[src/design/eqdr_pkg.sv]
`timescale 1ns / 1ps
// ----------------------------------------------------------------------------
// eqdr_pkg
// Shared sizes, operation codes and controller states of the event queue.
// ----------------------------------------------------------------------------
package eqdr_pkg;

  localparam int NUM_EVENTS = 32;
  localparam int ID_W       = $clog2(NUM_EVENTS);

  typedef logic [ID_W-1:0] ev_id_t;

  typedef enum logic [1:0] {
    OP_PUT    = 2'd0,
    OP_GET    = 2'd1,
    OP_REMOVE = 2'd2,
    OP_QUERY  = 2'd3
  } op_t;

  typedef enum logic [2:0] {
    ST_IDLE,
    ST_GET_RD,
    ST_WALK,
    ST_WALK_RD,
    ST_FIX_RD,
    ST_RESP
  } state_t;

endpackage

[src/design/event_queue_with_dedup_remove_unit.sv]
`timescale 1ns / 1ps
// ----------------------------------------------------------------------------
// event_queue_with_dedup_remove_unit
// FIFO of event handles kept as a linked list in a link memory, with
// duplicate suppression on put and removal of a named event.
// ----------------------------------------------------------------------------
// states: put, query, a miss on remove and get on an empty or single-entry
//   queue go from accept to ST_RESP; a longer get passes ST_GET_RD first
// remove hit: WALK/WALK_RD per entry ahead, then FIX_RD unless it is the tail
// handshake: one word in flight; the next is taken the cycle after the result
//   enters the output register
// reset: queue empty, all queued marks clear; link memory is not cleared
// ----------------------------------------------------------------------------
module event_queue_with_dedup_remove_unit
  import eqdr_pkg::*;
(
  input  logic            clk,
  input  logic            rst_n,
  input  logic            in_valid,
  output logic            in_ready,
  input  logic [1:0]      in_operation,
  input  logic [ID_W-1:0] in_event_id,
  output logic            out_valid,
  input  logic            out_ready,
  output logic            out_got_valid,
  output logic [ID_W-1:0] out_got_event,
  output logic            out_accepted,
  output logic            out_queue_empty,
  output logic            out_event_queued
);

  state_t state_r, state_nxt;

  ev_id_t                head_r, head_nxt;
  ev_id_t                tail_r, tail_nxt;
  logic                  empty_r, empty_nxt;
  logic [NUM_EVENTS-1:0] marks_r, marks_nxt;

  ev_id_t id_r, id_nxt;
  ev_id_t cur_r, cur_nxt;
  ev_id_t prev_r, prev_nxt;
  logic   have_prev_r, have_prev_nxt;
  logic   res_got_r, res_got_nxt;
  ev_id_t res_gev_r, res_gev_nxt;
  logic   res_acc_r, res_acc_nxt;

  logic   out_valid_r, out_valid_nxt;
  logic   out_got_valid_r;
  ev_id_t out_got_event_r;
  logic   out_accepted_r;
  logic   out_queue_empty_r;
  logic   out_event_queued_r;

  ev_id_t link_mem [NUM_EVENTS];
  ev_id_t link_rd_r;
  logic   mem_we, mem_re;
  ev_id_t mem_waddr, mem_wdata, mem_raddr;

  logic accept, load_out, at_tail;

  assign accept   = in_valid && in_ready;
  assign load_out = (state_r == ST_RESP) && (!out_valid_r || out_ready);
  assign at_tail  = (cur_r == tail_r);

  // link memory
  always_ff @(posedge clk) begin
    if (mem_we) begin
      link_mem[mem_waddr] <= mem_wdata;
    end
    if (mem_re) begin
      link_rd_r <= link_mem[mem_raddr];
    end
  end

  // next state
  always_comb begin
    state_nxt = state_r;
    case (state_r)
      ST_IDLE: begin
        if (accept) begin
          state_nxt = ST_RESP;
          if (in_operation == OP_GET && !empty_r && head_r != tail_r) begin
            state_nxt = ST_GET_RD;
          end else if (in_operation == OP_REMOVE && !empty_r && marks_r[in_event_id]) begin
            state_nxt = ST_WALK;
          end
        end
      end
      ST_GET_RD:  state_nxt = ST_RESP;
      ST_WALK: begin
        if (cur_r == id_r) begin
          state_nxt = at_tail ? ST_RESP : ST_FIX_RD;
        end else begin
          state_nxt = at_tail ? ST_RESP : ST_WALK_RD;
        end
      end
      ST_WALK_RD: state_nxt = ST_WALK;
      ST_FIX_RD:  state_nxt = ST_RESP;
      ST_RESP: begin
        if (load_out) begin
          state_nxt = ST_IDLE;
        end
      end
      default:    state_nxt = ST_IDLE;
    endcase
  end

  // datapath and memory control
  always_comb begin
    in_ready      = (state_r == ST_IDLE);
    head_nxt      = head_r;
    tail_nxt      = tail_r;
    empty_nxt     = empty_r;
    marks_nxt     = marks_r;
    id_nxt        = id_r;
    cur_nxt       = cur_r;
    prev_nxt      = prev_r;
    have_prev_nxt = have_prev_r;
    res_got_nxt   = res_got_r;
    res_gev_nxt   = res_gev_r;
    res_acc_nxt   = res_acc_r;
    mem_we        = 1'b0;
    mem_waddr     = tail_r;
    mem_wdata     = in_event_id;
    mem_re        = 1'b0;
    mem_raddr     = head_r;

    case (state_r)
      ST_IDLE: begin
        if (accept) begin
          id_nxt        = in_event_id;
          res_got_nxt   = 1'b0;
          res_gev_nxt   = '0;
          res_acc_nxt   = 1'b0;
          cur_nxt       = head_r;
          have_prev_nxt = 1'b0;
          case (in_operation)
            OP_PUT: begin
              if (!marks_r[in_event_id]) begin
                res_acc_nxt              = 1'b1;
                marks_nxt[in_event_id]   = 1'b1;
                tail_nxt                 = in_event_id;
                empty_nxt                = 1'b0;
                if (empty_r) begin
                  head_nxt = in_event_id;
                end else begin
                  mem_we = 1'b1;
                end
              end
            end
            OP_GET: begin
              if (!empty_r) begin
                res_got_nxt       = 1'b1;
                res_gev_nxt       = head_r;
                marks_nxt[head_r] = 1'b0;
                if (head_r == tail_r) begin
                  empty_nxt = 1'b1;
                end else begin
                  mem_re = 1'b1;
                end
              end
            end
            default: ;
          endcase
        end
      end
      ST_GET_RD: begin
        head_nxt = link_rd_r;
      end
      ST_WALK: begin
        mem_raddr = cur_r;
        if (cur_r == id_r) begin
          if (at_tail) begin
            res_acc_nxt     = 1'b1;
            marks_nxt[id_r] = 1'b0;
            if (have_prev_r) begin
              tail_nxt = prev_r;
            end else begin
              empty_nxt = 1'b1;
            end
          end else begin
            mem_re = 1'b1;
          end
        end else if (!at_tail) begin
          mem_re = 1'b1;
        end
      end
      ST_WALK_RD: begin
        prev_nxt      = cur_r;
        have_prev_nxt = 1'b1;
        cur_nxt       = link_rd_r;
      end
      ST_FIX_RD: begin
        res_acc_nxt     = 1'b1;
        marks_nxt[id_r] = 1'b0;
        mem_waddr       = prev_r;
        mem_wdata       = link_rd_r;
        if (have_prev_r) begin
          mem_we = 1'b1;
        end else begin
          head_nxt = link_rd_r;
        end
      end
      default: ;
    endcase

    out_valid_nxt = out_valid_r;
    if (load_out) begin
      out_valid_nxt = 1'b1;
    end else if (out_ready) begin
      out_valid_nxt = 1'b0;
    end
  end

  always_ff @(posedge clk) begin
    if (!rst_n) begin
      state_r     <= ST_IDLE;
      head_r      <= '0;
      tail_r      <= '0;
      empty_r     <= 1'b1;
      marks_r     <= '0;
      out_valid_r <= 1'b0;
    end else begin
      state_r     <= state_nxt;
      head_r      <= head_nxt;
      tail_r      <= tail_nxt;
      empty_r     <= empty_nxt;
      marks_r     <= marks_nxt;
      out_valid_r <= out_valid_nxt;
    end
  end

  always_ff @(posedge clk) begin
    id_r        <= id_nxt;
    cur_r       <= cur_nxt;
    prev_r      <= prev_nxt;
    have_prev_r <= have_prev_nxt;
    res_got_r   <= res_got_nxt;
    res_gev_r   <= res_gev_nxt;
    res_acc_r   <= res_acc_nxt;
    if (load_out) begin
      out_got_valid_r    <= res_got_r;
      out_got_event_r    <= res_gev_r;
      out_accepted_r     <= res_acc_r;
      out_queue_empty_r  <= empty_r;
      out_event_queued_r <= marks_r[id_r];
    end
  end

  assign out_valid        = out_valid_r;
  assign out_got_valid    = out_got_valid_r;
  assign out_got_event    = out_got_event_r;
  assign out_accepted     = out_accepted_r;
  assign out_queue_empty  = out_queue_empty_r;
  assign out_event_queued = out_event_queued_r;

endmodule
[config.mk]
export PLATFORM = sky130hd
export DESIGN_NAME = event_queue_with_dedup_remove_unit
export DESIGN_NICKNAME = d
export VERILOG_FILES = /design/src/design/eqdr_pkg.sv /design/src/design/event_queue_with_dedup_remove_unit.sv
export SDC_FILE = /design/constraint.sdc
export NUM_CORES = 1
export LEC_CHECK = 0
export BUFFER_PORTS_ARGS = -buffer_cell sky130_fd_sc_hd__buf_2
export CORE_ASPECT_RATIO = 0.75
export CORE_MARGIN = 4
export CORE_UTILIZATION = 46
export CTS_CLUSTER_DIAMETER = 150
export DETAILED_ROUTE_END_ITERATION = 16
export GPL_TIMING_DRIVEN = 0
export HOLD_SLACK_MARGIN = 0.15
export PLACE_DENSITY = 0.6
export SYNTH_ARGS = -nofsm -noshare
export SYNTH_HDL_FRONTEND = slang
export SYNTH_SLANG_ARGS = --single-unit
[constraint.sdc]
create_clock -name clk -period 7.3 [get_ports clk]
set_input_delay 1.46 -clock clk [delete_from_list [all_inputs] [get_ports clk]]
set_output_delay 1.46 -clock clk [all_outputs]
set_load 0.01 [all_outputs]
======== Yosys cells after proc, flatten, opt, wreduce, memory -nomap -nowiden ========
Memory sizes are Yosys's and may differ from the RTL's. A register that Yosys moved wholly into a read port is not among the register bits.
Index checks and enable logic that the tools add are counted.
storage, ports and cells
  output and inout bits ................... 11
  bits in writable memories ............... 160
  logic and storage cells ................. 160
  input port bits ......................... 11
  register bits ........................... 79
  memories kept ........................... 1
memory list
  name      words  width  read ports  clocked after Yosys merged registers in  wr ports  line                                      text
  link_mem  32     5      1           1                                        1         event_queue_with_dedup_remove_unit.sv:54  ev_id_t link_mem [NUM_EVENTS];
operators by class
  multiplexer cells ....................... 76
  reductions and logical operators ........ 29
  equal/unequal tests ..................... 24
  order comparisons ....................... 6
  bitwise operators ....................... 6
operator list
  operator                                                number
  2-to-1 mux 32 bit                                       5
  case mux 32 bit (3 select lines)                        1
  2-to-1 mux 5 bit                                        15
  AND 32 bit                                              2
  inverter 32 bit                                         2
  case mux 32 bit (2 select lines)                        1
  2-to-1 mux 1 bit                                        33
  bitwise OR 32 bit                                       1
  AND reduction 7 bit                                     3
  case mux 5 bit (2 select lines)                         2
  < comparator 5 x 6 -> 1 bit (second input constant)     3
  2-to-1 mux 3 bit                                        6
  demux 1 bit (select 5 bit)                              3
  equality test 5 bit                                     3
  >= comparator 5 x 1 -> 1 bit (second input constant)    3
  case mux 3 bit (5 select lines)                         1
  case mux 5 bit (3 select lines)                         1
  inequality test 2 bit (second input constant)           7
  binary-select mux 1 bit (select 5 bit)                  2
  case mux 1 bit (2 select lines)                         5
  logical AND 1 bit                                       9
  equality test 3 x 2 -> 1 bit (second input constant)    2
  equality test 3 bit (second input constant)             2
  inequality test 2 x 1 -> 1 bit (second input constant)  3
  18 further kinds                                        26

======== Logic depth before layout (Yosys ltp) ========
Gate-level depths: netlist (run 1).
  word-level depth ........................ 10
  depth in mapped cells ................... 10
  depth with buffers taken out ............ 6

======== Least setup slack after synthesis (run 1) ========
Ideal clock, no wire load.
  path kind ............................... input to register
  from .................................... input port in_event_id[4]
  to ...................................... memory link_mem[31][0] in the netlist's numbering (enable)
  path buffers ............................ 4
  setup time .............................. 0.381 ns
  cell stages on the path ................. 9
  arrival ................................. 3.790 ns
  path slack .............................. 3.128 ns
  required time ........................... 6.919 ns
  cells stage by stage .................... buf_2 > and3_1 > clkbuf_1 > a2111o_1 > a221o_1 > buf_6 > o31a_4 > buf_6 > nor4_1
on the way
  word-level cells in the longest chain between the ends .. 8
ends and longest elaborated chain
  item                                    line                                       text
  start: declaration                      event_queue_with_dedup_remove_unit.sv:22   input logic [ID_W-1:0] in_event_id,
  binary-select mux 1 bit (select 5 bit)  event_queue_with_dedup_remove_unit.sv:139  if (!marks_r[in_event_id]) begin
  2-to-1 mux 1 bit (implied by the code)  event_queue_with_dedup_remove_unit.sv:139
  2-to-1 mux 1 bit                        event_queue_with_dedup_remove_unit.sv:139
  2-to-1 mux 1 bit                        event_queue_with_dedup_remove_unit.sv:137  case (in_operation)
  2-to-1 mux 1 bit                        event_queue_with_dedup_remove_unit.sv:130  if (accept) begin
  case mux 1 bit (2 select lines)         event_queue_with_dedup_remove_unit.sv:128  case (state_r)
  2-to-1 mux 1 bit                        event_queue_with_dedup_remove_unit.sv:67   if (mem_we) begin
  2-to-1 mux 1 bit (implied by the code)  event_queue_with_dedup_remove_unit.sv:68   link_mem[mem_waddr] <= mem_wdata;
  end: declaration                        event_queue_with_dedup_remove_unit.sv:54
No other way between the ends. The select of a mux whose other input is x is not followed.

======== Worst setup path after layout (run 1) ========
  from .................................... input port in_event_id[4]
  to ...................................... memory link_mem[4][2] in the netlist's numbering (enable)
The elaborated chain is that of the path after synthesis.

==> metrics.md, run 1 <==
| Metric | Value |
|---|---|
| Fin crit share | `67.1%` |
| Status | `complete, but fails checks` |
| Worst path depth | `11` |
| FILL cells | `2295` |
| Arrival time worst endpoint | `5040 ps` |
| Die width | `195 um` |
| Max H-tree Level | `1` |
| Largest fanout on the critical path | `10` |
| Worst r2r path cells | `8` |
| Area grow syn2layout | `10.8%` |
| Drt initial violations | `1277` |
| DIE AREA | `29000 um2` |
| Async set-or-reset flop fraction in the synthesized netlist | `0%` |
| Max cap viols | `1` |
| Clk sink count | `between 200 and 250` |
| Tot GR Track Use | `24.6%` |
| Fin. Hold Viols | `0` |
| Final setup fails | `0` |
| Initial antenna violation count | `0` |
| Hold Crit Depth | `0` |
| Clk buf depth | `3` |
| Post-CTS setup buffer count | `0` |
| Slack of the critical path | `2400 ps` |
| WP buf/inv | `5` |
| RSZ-0062 raised after global routing | `false` |
| Flop2flop setup slack | `3560 ps` |
| Worst endpoint required time | `~7400 ps` |
| Ys Warns | `0` |
| Placer Congestion | `0.957` |
| Setup crit end kind | `register` |
| Worst-Skew Late Latency | `540 ps` |
| CTS tree | `yes` |
| Root Buffer | `clkbuf_16` |
| Worst min path class | `register to register` |
| Worst-Margin Slew | `1490 ps` |
| Vias after detailed routing | `9221` |
| Number of synthesized flops with an enable pin | `197` |
| Row Count | `51` |
| Post-synth net total | `1066` |
| Slew headroom | `0.0471%` |
| Clk_skew | `10.6 ps` |
| CTS resizes | `0` |
| First-pass GRT wire length | `54.7 mm` |
| Initial core utilization | `between 40% and 50%` |
| Die Y | `149 um` |
| DR vias/cell | `about 6.3` |
| Max Transition Viols Final | `0` |
| Slowest-stage cell, CP | `nor4_1` |
| Synth unique cells | `66` |
| Mapped Area | `12100 um2` |
| Grt total ovfl | `0` |
| # nets final | `1114` |
| Tmin final | `4900 ps` |
| CTS Buf Count | `25` |
| Hold wc startpoint | `res_got_r` |
| Fmax | `204 MHz` |
| DP Worst Slack | `2000 ps` |
| I/O Buffers | `21` |
| DP HPWL | `25.5 mm` |
| Cell leakage power | `4.79 nW` |
| Dpl cell area | `12700 um2` |
| Vias in the first global route | `between 8000 and 9000` |
| Clock-pin slew on the worst setup and hold paths | `60 ps` |
| Ys flop type | `edfxtp_1` |
| CP Class | `input pin to register` |
| Critical path, cell by cell | `buf_2 -> buf_2 -> and3_1 -> clkbuf_1 -> a22oi_1 -> nand4_1 -> a221o_1 -> buf_6 -> o31a_4 -> buf_6 -> nor4_1` |
| Drt drc | `0` |
| Core footprint | `26000 um2` |
| Flops & latches, synth | `between 200 and 250` |
| Critical path's top delay family | `simple AND/OR/NAND/NOR gates` |
| Share of cells above drive strength 1 | `11.7%` |
| R2R Path Start | `marks_r[26]` |
| Capturing point of the worst reg2reg path | `link_mem[4][2]` |
| I/O pin count | `22` |
| CP startpoint kind | `input pin` |
| Peak ir drop on the vdd network | `roughly 0.18 mV` |
| Final wirelength | `36.3 mm` |
| Failing checks | `capacitance limit` |
| WL per Instance | `around 25 um` |
| Layout Cells excl Fill | `1464` |
| Largest net degree at the start of global routing | `33` |
| Pwr Density | `327 nW/um2` |
| Pre-antenna DRT Iters | `6` |
| Post-synthesis sequential area ratio | `56.6%` |
| Hold Buf Count CTS | `0` |
| Post-synthesis cell count | `around 1100` |
| Mean Syn Cell Area | `11.5 um2` |
| ANT cells | `0` |
| Fin area | `13400 um2` |
| Max stage delay on crit path | `between 1000 and 1500 ps` |
| DRT antenna net count | `0` |
| Setup TNS | `0 ps` |
| Placed insts | `1420` |
| Hold EP | `out_got_valid` |
## metrics by stage
step | hold slack [ps] | power [mW] | util [%]
6_report | 419 | 4.39 | 51.7
5_1_grt | 427 | 4.57 | 51.7
4_1_cts | 421 | 4.38 | 51.7
3_5_place_dp | 407 | 3.15 | 48.7
3_3_place_gp | 401 | 3.14 | 48.7
2_1_floorplan | 400 | 2.65 | -
## cell type report
type / instances / area [um2] / share of cell area [%]
plain buffers: 80 / 355 / 2.65
clock buffers: 31 / 648 / 4.83
clock inverters: 13 / 120 / 0.895
inverters: 7 / 26.3 / 0.196
multi-input cells: 724 / 4880 / 36.4
flip-flops and latches: 244 / 6860 / 51.1
well taps: 344 / 430 / 3.21
repair buffers: 21 / 105 / 0.783
## registers in the layout, indices dropped and copies added (netlist names)
name,count
out_got_event,5
res_gev_r,5
out_event_queued,1
out_got_valid,1
marks_r,32
have_prev_r,1
out_valid,1
link_mem,160
empty_r,1
prev_r,5
out_queue_empty,1
res_got_r,1
link_rd_r,5
res_acc_r,1
out_accepted,1
head_r,5
cur_r,5
state_r,3
id_r,5
tail_r,5
## worst reg2reg max path, cell delays in order (launching register included)
cell     delay (ps)
dfxtp_1         360
mux2_4          280
a22oi_1         210
nand4_1         300
a221o_1         490
buf_6           160
o31a_4          310
buf_6           160
nor4_1         1090
## cells in the final DEF, fill, tap and decap left out, drive strengths merged, types with 3 or more instances in the layout
| master | n |
|---|---|
| a32oi | 18 |
| mux2 | 17 |
| and3 | 8 |
| nand4 | 16 |
| or2 | 3 |
| a21o | 20 |
| nor4 | 9 |
| mux2i | 83 |
| a221oi | 17 |
| clkinv | 9 |
| and3b | 5 |
| edfxtp | 197 |
| nor2b | 6 |
| a21oi | 58 |
| a22oi | 12 |
| nor3b | 19 |
| or3b | 5 |
| and2 | 8 |
| xor2 | 13 |
| nand2b | 6 |
| or3 | 3 |
| nand3 | 7 |
| nor2 | 43 |
| xnor2 | 3 |
| o22ai | 30 |
| o311ai | 3 |
| o211ai | 17 |
| o21ai | 23 |
| inv | 7 |
| o2111ai | 3 |
| nor3 | 53 |
| dfxtp | 47 |
| nand3b | 5 |
| nand2 | 154 |
| clkbuf | 81 |
| o31ai | 3 |
| a31oi | 8 |
| a211oi | 16 |
| buf | 51 |
| mux4 | 14 |
## synth_stat cells (2+ instances only)
cell type | n | area share [%]
a211oi_1 | 16 | 0.99
a21o_1 | 20 | 1.2
a21oi_1 | 57 | 2.4
a221oi_1 | 16 | 1.2
a22oi_1 | 12 | 0.74
a31oi_1 | 8 | 0.41
a32oi_1 | 18 | 1.3
and2_1 | 8 | 0.41
and3_1 | 8 | 0.41
and3b_1 | 5 | 0.36
buf_1 | 5 | 0.15
buf_2 | 21 | 0.87
buf_6 | 3 | 0.28
clkbuf_1 | 48 | 1.5
clkbuf_2 | 2 | 0.083
dfxtp_1 | 47 | 7.8
edfxtp_1 | 197 | 49
inv_1 | 6 | 0.19
mux2_2 | 14 | 1.3
mux2_4 | 2 | 0.25
mux2i_1 | 82 | 6.8
mux4_2 | 14 | 2.6
nand2_1 | 154 | 4.8
nand2b_1 | 6 | 0.31
nand3_1 | 7 | 0.29
nand3b_1 | 5 | 0.31
nand4_1 | 16 | 0.83
nor2_1 | 43 | 1.3
nor2b_1 | 6 | 0.31
nor3_1 | 53 | 2.2
nor3b_1 | 18 | 1.1
nor4_1 | 9 | 0.46
nor4b_2 | 2 | 0.25
o2111ai_1 | 3 | 0.22
o211ai_1 | 17 | 1.1
o21ai_0 | 22 | 0.91
o22ai_1 | 30 | 1.5
o311ai_0 | 3 | 0.22
o31ai_1 | 3 | 0.19
o32ai_1 | 2 | 0.14
or2_2 | 3 | 0.15
or3_1 | 3 | 0.15
or3b_2 | 4 | 0.29
xnor2_1 | 3 | 0.22
xor2_1 | 13 | 0.94
## kinds of logic (layout without fill, tap and decap cells)
kind of cell | count (synthesis) | after routing | share of synthesized area (%)
XOR/XNOR | 16 | 16 | 1.16
flip-flops | 244 | 244 | 56.6
buffers and inverters | 87 | 152 | 3.15
AND/OR/NAND/NOR | 355 | 355 | 14.4
multiplexers | 114 | 114 | 11.2
AO/OA/AOI/OAI | 239 | 239 | 13.5
## metal layers
metal / GRT usage, % / share of wire (%)
met5: 0 / 0
met2: 32.9 / 40
met1: 40.4 / 48
met3: 5.19 / 10
met4: 5.44 / 2.0
## worst max path at each step
| stage | startpoint | to |
|---|---|---|
| after floorplan | in_event_id[4] | link_mem[31][0] |
| after global placement | in_event_id[4] | link_mem[4][0] |
| after detailed placement | in_event_id[4] | link_mem[4][0] |
| after CTS | in_event_id[4] | link_mem[4][2] |
| after global routing | in_event_id[4] | link_mem[4][2] |
| final | in_event_id[4] | link_mem[4][2] |
## power breakdown
group / total [mW] / internal, mW / switching [mW] / leakage [nW]
logic: 1.41 / 0.412 / 1.00 / 2.25
registers: 1.74 / 1.69 / 0.0562 / 2.17
clock network: 1.23 / 0.700 / 0.531 / 0.373
No activity file was read; power rests on OpenSTA's default activity.
==> inputs of run 2 (changes only) <==
--- a/config.mk
+++ b/config.mk
@@ -13,7 +13,7 @@
 export DETAILED_ROUTE_END_ITERATION = 16
 export GPL_TIMING_DRIVEN = 0
 export HOLD_SLACK_MARGIN = 0.15
-export PLACE_DENSITY = 0.6
+export PLACE_DENSITY = 0.63
 export SYNTH_ARGS = -nofsm -noshare
 export SYNTH_HDL_FRONTEND = slang
 export SYNTH_SLANG_ARGS = --single-unit
==> constraint.sdc (replaced) <==
create_clock -name clk -period 4 [get_ports clk]
set_input_delay 0.8 -clock clk [delete_from_list [all_inputs] [get_ports clk]]
set_output_delay 0.8 -clock clk [all_outputs]
set_load 0.01 [all_outputs]
==> run 2 against run 1 <==
Net effect: the flow now finishes without violations; sequential share of layout area is 0.32 points lower; critical path depth stayed put; highest routed layer is now met5; register-to-register slack worse by 3400 ps; via count is 1.3% higher; largest power group unchanged.
==> metrics.md, run 2 (synthesis gave the netlist of run 1 again) <==
| Metric | Value |
|---|---|
| DIE AREA | `29000 um2 (unchanged)` |
| FILL cells | `2269 (was 2295)` |
| Worst-Skew Late Latency | `540 ps (about the same)` |
| Commonest non-fill, non-tap cells in the layout | `edfxtp_1, nand2_1, mux2i_1, a21oi_1, clkbuf_1 (unchanged)` |
| Worst min path class | `register to register (unchanged)` |
| Multi-input combinational cell area | `4960 um2 (was 4880 um2)` |
| Initial core utilization | `46.6% (unchanged)` |
| Row Count | `51 (unchanged)` |
| WP buf/inv | `5 (unchanged)` |
| Die width | `195 um (unchanged)` |
| Clk network pwr share | `27.8% (was 28.1%)` |
| Vias in the first global route | `8945 (was 8632)` |
| Placer Congestion | `0.988 (was 0.957)` |
| Setup TNS | `0 ps (unchanged)` |
| DR vias/cell | `6.37 (was 6.30)` |
| Vias after detailed routing | `9337 (was 9221)` |
| First-pass GRT wire length | `54.4 mm (was 54.7 mm)` |
| Worst-Margin Slew | `1410 ps (was 1490 ps)` |
| CP startpoint kind | `input pin (unchanged)` |
| Worst endpoint required time | `4160 ps (was 7440 ps)` |
| Pwr Density | `598 nW/um2 (was 327 nW/um2)` |
| Max stage delay on crit path | `760 ps (was 1090 ps)` |
| Status | `complete, no violations (was complete, but fails checks)` |
| Post-CTS setup buffer count | `0 (unchanged)` |
| Slowest-stage cell, CP | `nor3_1 (was nor4_1)` |
| RSZ-0062 raised after global routing | `false (unchanged)` |
| Core footprint | `26000 um2 (unchanged)` |
| Tot GR Track Use | `24.3% (was 24.6%)` |
| Switching share of power | `36.9% (was 36.2%)` |
| Top flop regs | `link_mem: 160 flops, marks_r: 32 flops (unchanged)` |
| Flop pwr share | `39.4% (was 39.7%)` |
| DRT antenna net count | `0 (unchanged)` |
| Fin. Hold Viols | `0 (unchanged)` |
| Fin crit share | `a little over nine tenths` |
| Top reg by flops | `link_mem (unchanged)` |
| DP HPWL | `24.9 mm (was 25.5 mm)` |
| Arrival time worst endpoint | `4070 ps (was 5040 ps)` |
| Reg area | `6860 um2 (unchanged)` |
| CTS Buf Count | `25 (unchanged)` |
| WL per Instance | `24.4 um (was 24.8 um)` |
| Max FFs per register | `160 (unchanged)` |
| Comb power frac | `32.8% (was 32.2%)` |
| Peak ir drop on the vdd network | `0.399 mV (was 0.179 mV)` |
| NetSw | `2.98 mW (was 1.59 mW)` |
| Largest fanout on the critical path | `10 (unchanged)` |
| Final wirelength | `35.7 mm (was 36.3 mm)` |
| Critical path's top delay family | `simple AND/OR/NAND/NOR gates (unchanged)` |
| Drt drc | `0 (unchanged)` |
| Cell leakage power | `4.80 nW (was 4.79 nW)` |
| CP Class | `input pin to register (unchanged)` |
| Grt total ovfl | `0 (unchanged)` |
| ANT cells | `0 (unchanged)` |
| Max Transition Viols Final | `0 (unchanged)` |
| Initial antenna violation count | `0 (unchanged)` |
| Tmin final | `3910 ps` |
| Drt initial violations | `1097 (was 1277)` |
| Root Buffer | `clkbuf_16 (unchanged)` |
| Critical path, cell by cell | `buf_2 -> buf_2 -> and3_1 -> clkbuf_1 -> a22oi_1 -> nand4_1 -> a221o_1 -> buf_6 -> o31a_4 -> buf_2 -> nor3_1 (was buf_2 -> buf_2 -> and3_1 -> clkbuf_1 -> a22oi_1 -> nand4_1 -> a221o_1 -> buf_6 -> o31a_4 -> buf_6 -> nor4_1)` |
| CTS tree | `yes (unchanged)` |
| Max cap viols | `0 (was 1)` |
| Pint | `5.09 mW (was 2.80 mW)` |
| I/O Buffers | `21 (unchanged)` |
| # nets final | `1114 (unchanged)` |
| Dpl cell area | `12700 um2 (unchanged)` |
| Most common cell on crit path | `buf_2` |
| Max H-tree Level | `1 (unchanged)` |
| Clock-pin slew on the worst setup and hold paths | `60 ps (about the same)` |
| Clk sink count | `244 (unchanged)` |
| Share of cells above drive strength 1 | `13.1% (was 11.7%)` |
| Area grow syn2layout | `11.5% (was 10.8%)` |
| Clk buf depth | `3 (unchanged)` |
| Clk_skew | `18.6 ps (was 10.6 ps)` |
| Most common cell after layout, fill and taps aside | `edfxtp_1 (unchanged)` |
| Fin area | `13500 um2 (was 13400 um2)` |
| Setup crit end kind | `register (unchanged)` |
| Largest net degree at the start of global routing | `33 (unchanged)` |
| Hold Buf Count CTS | `0 (unchanged)` |
| I/O pin count | `22 (unchanged)` |
| Flop2flop setup slack | `180 ps (was 3560 ps)` |
| Die Y | `149 um (unchanged)` |
| Pre-antenna DRT Iters | `5 (was 6)` |
| Slew headroom | `5.77% (was 0.0471%)` |
| Fmax | `256 MHz` |
| Final setup fails | `0 (unchanged)` |
==> run 2: cell types whose count changed in the layout (fill, tap and decap cells not counted), sizes merged <==
cell / before / now
clkinvlp: 2 / 4
bufinv: 2 / 1
clkbuf: 81 / 82
==> run 2: metrics by stage <==
step | utilization [%] | worst slack [ps] | hold WS, ps | cells | power [mW]
2_1_floorplan | - | 488 | 400 | 1055 | 4.84
3_3_place_gp | 48.7 | -595 | 406 | 1420 | 5.74
3_5_place_dp | 48.7 | -569 | 408 | 1420 | 5.75
4_1_cts | 51.7 | 33.0 | 419 | 1466 | 8.00
5_1_grt | 52.0 | 4.93 | 426 | 1466 | 8.41
6_report | 52.0 | 91.7 | 419 | 1466 | 8.08
==> run 2: routing by layer <==
metal	GRT usage [%]	share of wire, %	up-vias
met5	1.18	0.13	-
met4	5.90	2.2	2
met3	8.70	13	81
met2	32.5	39	573
met1	37.2	45	4520
li1	-	-	4161
==> run 2: worst paths after layout <==
kind	startpoint	depth (start not counted)	endpoint
setup / recovery	in_event_id[4]	11	link_mem[8][4]
hold / removal	res_gev_r[4]	0	out_got_event[4]
setup reg to reg	state_r[1]	9	link_rd_r[4]
hold reg to reg	res_gev_r[4]	0	out_got_event[4]
==> run 2: layout make-up <==
type                       count  share of cell area [%]
sequential                   244                    50.8
multi-input combinational    724                    36.7
clock buffer                  32                    4.97
tap                          344                    3.19
buffer                        80                    2.64
timing repair buffer          21                   0.778
clock inverter                14                   0.769
inverter                       7                   0.195
==> run 2: power groups by stage <==
stage / clock network [mW] / registers, mW / logic (mW)
after detailed placement: 0 / 3.23 / 2.53
after floorplan: 0 / 3.19 / 1.65
after global routing: 2.39 / 3.19 / 2.82
final: 2.25 / 3.18 / 2.65
after CTS: 2.29 / 3.17 / 2.54
after global placement: 0 / 3.22 / 2.51
==> run 2: what timing repair did <==
| item | 4_1_cts | 5_1_grt |
|---|---|---|
| setup endpoints to repair | 6 | 28 |
| endpoints found under the hold margin | 0 | 0 |
| gates resized for setup | 2 | 13 |
==> inputs of run 3 (changes only) <==
--- a/config.mk
+++ b/config.mk
@@ -5,6 +5,7 @@
 export SDC_FILE = /design/constraint.sdc
 export NUM_CORES = 1
 export LEC_CHECK = 0
+export ABC_AREA = 1
 export BUFFER_PORTS_ARGS = -buffer_cell sky130_fd_sc_hd__buf_2
 export CORE_ASPECT_RATIO = 0.75
 export CORE_MARGIN = 4
==> run 3 against run 2 <==
Net effect: routed wire length is 5.1% higher; cell count is 30% higher; sequential share of layout area is 1.4 points lower; sequential power is 13% higher; sequential cell count stayed put; core utilization is 1.1 points higher; synthesized cell count is 42% higher; critical endpoint is now link_mem[11][0]; largest cell class unchanged.
==> metrics.md, run 3 <==
| Metric | Value |
|---|---|
| CTS Buf Count | `25 (unchanged)` |
| Clock-pin slew on the worst setup and hold paths | `60 ps (about the same)` |
| Initial antenna violation count | `0 (unchanged)` |
| CTS tree | `yes (unchanged)` |
| Largest net degree at the start of global routing | `33 (unchanged)` |
| RSZ-0062 raised after global routing | `false (unchanged)` |
| Commonest non-fill, non-tap cells in the layout | `nand2_1, nor2_1, edfxtp_1, o21ai_0, inv_1 (was edfxtp_1, nand2_1, mux2i_1, a21oi_1, clkbuf_1)` |
| Flops & latches, synth | `244 (unchanged)` |
| Critical path, cell by cell | `nor2_1 -> nand2_1 -> nor2_1 -> nand2_1 -> o21bai_2 -> nand2_1 -> nor2_1 (was buf_2 -> buf_2 -> and3_1 -> clkbuf_1 -> a22oi_1 -> nand4_1 -> a221o_1 -> buf_6 -> o31a_4 -> buf_2 -> nor3_1)` |
| Arrival time worst endpoint | `3750 ps (was 4070 ps)` |
| Worst-Margin Slew | `1220 ps (was 1410 ps)` |
| Share of cells above drive strength 1 | `6.96% (was 13.1%)` |
| Area grow syn2layout | `12.8% (was 11.5%)` |
| Top reg by flops | `link_mem (unchanged)` |
| Status | `complete, no violations (unchanged)` |
| Cell leakage power | `5.48 nW (was 4.80 nW)` |
| First-pass GRT wire length | `57.5 mm (was 54.4 mm)` |
| Grt total ovfl | `0 (unchanged)` |
| Post-synthesis cell count | `1497 (was 1055)` |
| Slew headroom | `18.2% (was 5.77%)` |
| DR vias/cell | `5.63 (was 6.37)` |
| Pre-antenna DRT Iters | `6 (was 5)` |
| Hold Buf Count CTS | `0 (unchanged)` |
| Multi-input combinational cell area | `4770 um2 (was 4960 um2)` |
| WL per Instance | `19.6 um (was 24.4 um)` |
| Root Buffer | `clkbuf_16 (unchanged)` |
| FILL cells | `2450 (was 2269)` |
| Ys Warns | `0 (unchanged)` |
| Number of synthesized flops with an enable pin | `197 (unchanged)` |
| Worst-Skew Late Latency | `540 ps (about the same)` |
| # nets final | `1559 (was 1114)` |
| Fmax | `279 MHz (was 256 MHz)` |
| CTS resizes | `0 (was 2)` |
| Max Transition Viols Final | `0 (unchanged)` |
| ANT cells | `0 (unchanged)` |
| Initial core utilization | `47.1% (was 46.6%)` |
| Top-count cell post-synth | `nand2_1 (was edfxtp_1)` |
| Fin. Hold Viols | `0 (unchanged)` |
| Placed insts | `1865 (was 1420)` |
| Setup crit end kind | `register (unchanged)` |
| Clk sink count | `244 (unchanged)` |
| Drt drc | `0 (unchanged)` |
| Placer Congestion | `0.980 (was 0.988)` |
| Max H-tree Level | `1 (unchanged)` |
| Layout Cells excl Fill | `1910 (was 1466)` |
| Synth top area share | `48.1% (was 48.8%)` |
| Max FFs per register | `160 (unchanged)` |
| Fin crit share | `89.6% (was 97.7%)` |
| Pwr Density | `771 nW/um2 (was 598 nW/um2)` |
| DP HPWL | `26.6 mm (was 24.9 mm)` |
| Area contributors post-synth | `edfxtp_1, nand2_1, nor2_1, dfxtp_1, o21ai_0 (was edfxtp_1, dfxtp_1, mux2i_1, nand2_1, mux4_2)` |
| Die width | `197 um (was 195 um)` |
| Max stage delay on crit path | `960 ps (was 760 ps)` |
| Core footprint | `26200 um2 (was 26000 um2)` |
| DP Worst Slack | `130 ps (was -569 ps)` |
| Mean Syn Cell Area | `8.22 um2 (was 11.5 um2)` |
| I/O Buffers | `20 (was 21)` |
| Final wirelength | `37.5 mm (was 35.7 mm)` |
| Post-synth top area cell | `edfxtp_1 (unchanged)` |
| Most common cell after layout, fill and taps aside | `nand2_1 (was edfxtp_1)` |
| Ys flop type | `edfxtp_1 (unchanged)` |
| Vias after detailed routing | `10700 (was 9337)` |
| Die Y | `150 um (was 149 um)` |
| Async set-or-reset flop fraction in the synthesized netlist | `0% (unchanged)` |
| Largest fanout on the critical path | `13 (was 10)` |
| Slack of the critical path | `416 ps (was 91.7 ps)` |
| CP Class | `register to register (was input pin to register)` |
| Worst endpoint required time | `4170 ps (was 4160 ps)` |
| Post-synthesis sequential area ratio | `55.7% (was 56.6%)` |
| Post-CTS setup buffer count | `0 (unchanged)` |
| Peak ir drop on the vdd network | `0.425 mV (was 0.399 mV)` |
| Vias in the first global route | `9712 (was 8945)` |
| Mapped Area | `12300 um2 (was 12100 um2)` |
| Clk buf depth | `3 (unchanged)` |
| Drt initial violations | `1273 (was 1097)` |
| DIE AREA | `29500 um2 (was 29000 um2)` |
| Tot GR Track Use | `25.5% (was 24.3%)` |
| CP startpoint kind | `register (was input pin)` |
| DRT antenna net count | `0 (unchanged)` |
| Hold Crit Depth | `0 (unchanged)` |
| Worst min path class | `register to register (unchanged)` |
| Final setup fails | `0 (unchanged)` |
| Row Count | `51 (unchanged)` |
| Post-synth net total | `1508 (was 1066)` |
| Max cap viols | `0 (unchanged)` |
| Slowest-stage cell, CP | `nor2_1 (was nor3_1)` |
| Reg area | `6860 um2 (unchanged)` |
| Top flop regs | `link_mem: 160 flops, marks_r: 32 flops (unchanged)` |
| Most frequent cells after synthesis | `nand2_1, nor2_1, edfxtp_1, o21ai_0, inv_1 (was edfxtp_1, nand2_1, mux2i_1, a21oi_1, nor3_1)` |
| Tmin final | `3580 ps (was 3910 ps)` |
| Worst r2r path cells | `7 (was 9)` |
| Clk_skew | `13.8 ps (was 18.6 ps)` |
| Synth unique cells | `34 (was 66)` |
| I/O pin count | `22 (unchanged)` |
[run 3: cells by family after synthesis]
family,Yosys count,share of synthesized area [%]
AO/OA/AOI/OAI,280,12.5
XOR/XNOR,5,0.356
buffers and inverters,184,5.88
flip-flops,244,55.7
AND/OR/NAND/NOR,784,25.5
[run 3: layout make-up]
class	instances	share of cell area, %
inverter	115	3.11
tap	344	3.10
sequential	244	49.4
clock inverter	12	1.50
multi-input combinational	1069	34.3
clock buffer	33	5.02
timing repair buffer	24	1.46
buffer	69	2.11
[run 3: worst paths after layout]
check / startpoint / to / slack (ps)
max: state_r[1] / link_mem[11][0] / 420
min: res_got_r / out_got_valid / 420
max reg2reg: state_r[1] / link_mem[11][0] / 420
min reg2reg: res_got_r / out_got_valid / 420
[run 3: worst max-delay path, delay by kind of cell (launching register included)]
family	cells	cell delay, ps
AND/OR/NAND/NOR	6	2540
AO/OA/AOI/OAI	1	330
flip-flops	1	340
[run 3: where the power goes]
part           total (mW)  leakage [nW]  switching, mW  internal (mW)
registers            3.58          2.18          0.304           3.28
clock network        2.58         0.438          0.974           1.61
logic                4.55          2.86           3.24           1.31
total                10.7          5.48           4.52           6.19
[run 3: per-stage QoR]
stage | cell area, um2 | total power [mW] | hold WS, ps | TNS (ps) | util (%)
after floorplan | 12300 | 6.51 | 400 | 0 | -
after global placement | 12800 | 7.91 | 402 | -168380 | 49.1
after detailed placement | 13000 | 8.03 | 405 | 0 | 49.6
after CTS | 13900 | 10.6 | 418 | 0 | 53.1
after global routing | 13900 | 11.4 | 427 | 0 | 53.1
final | 13900 | 10.7 | 416 | 0 | 53.1
[run 3: routing by layer]
layer  share of wire, %  track usage [%]
met5                  0                0
met4                2.1             5.27
met2                 39             34.0
met3                 13             8.24
met1                 46             40.1
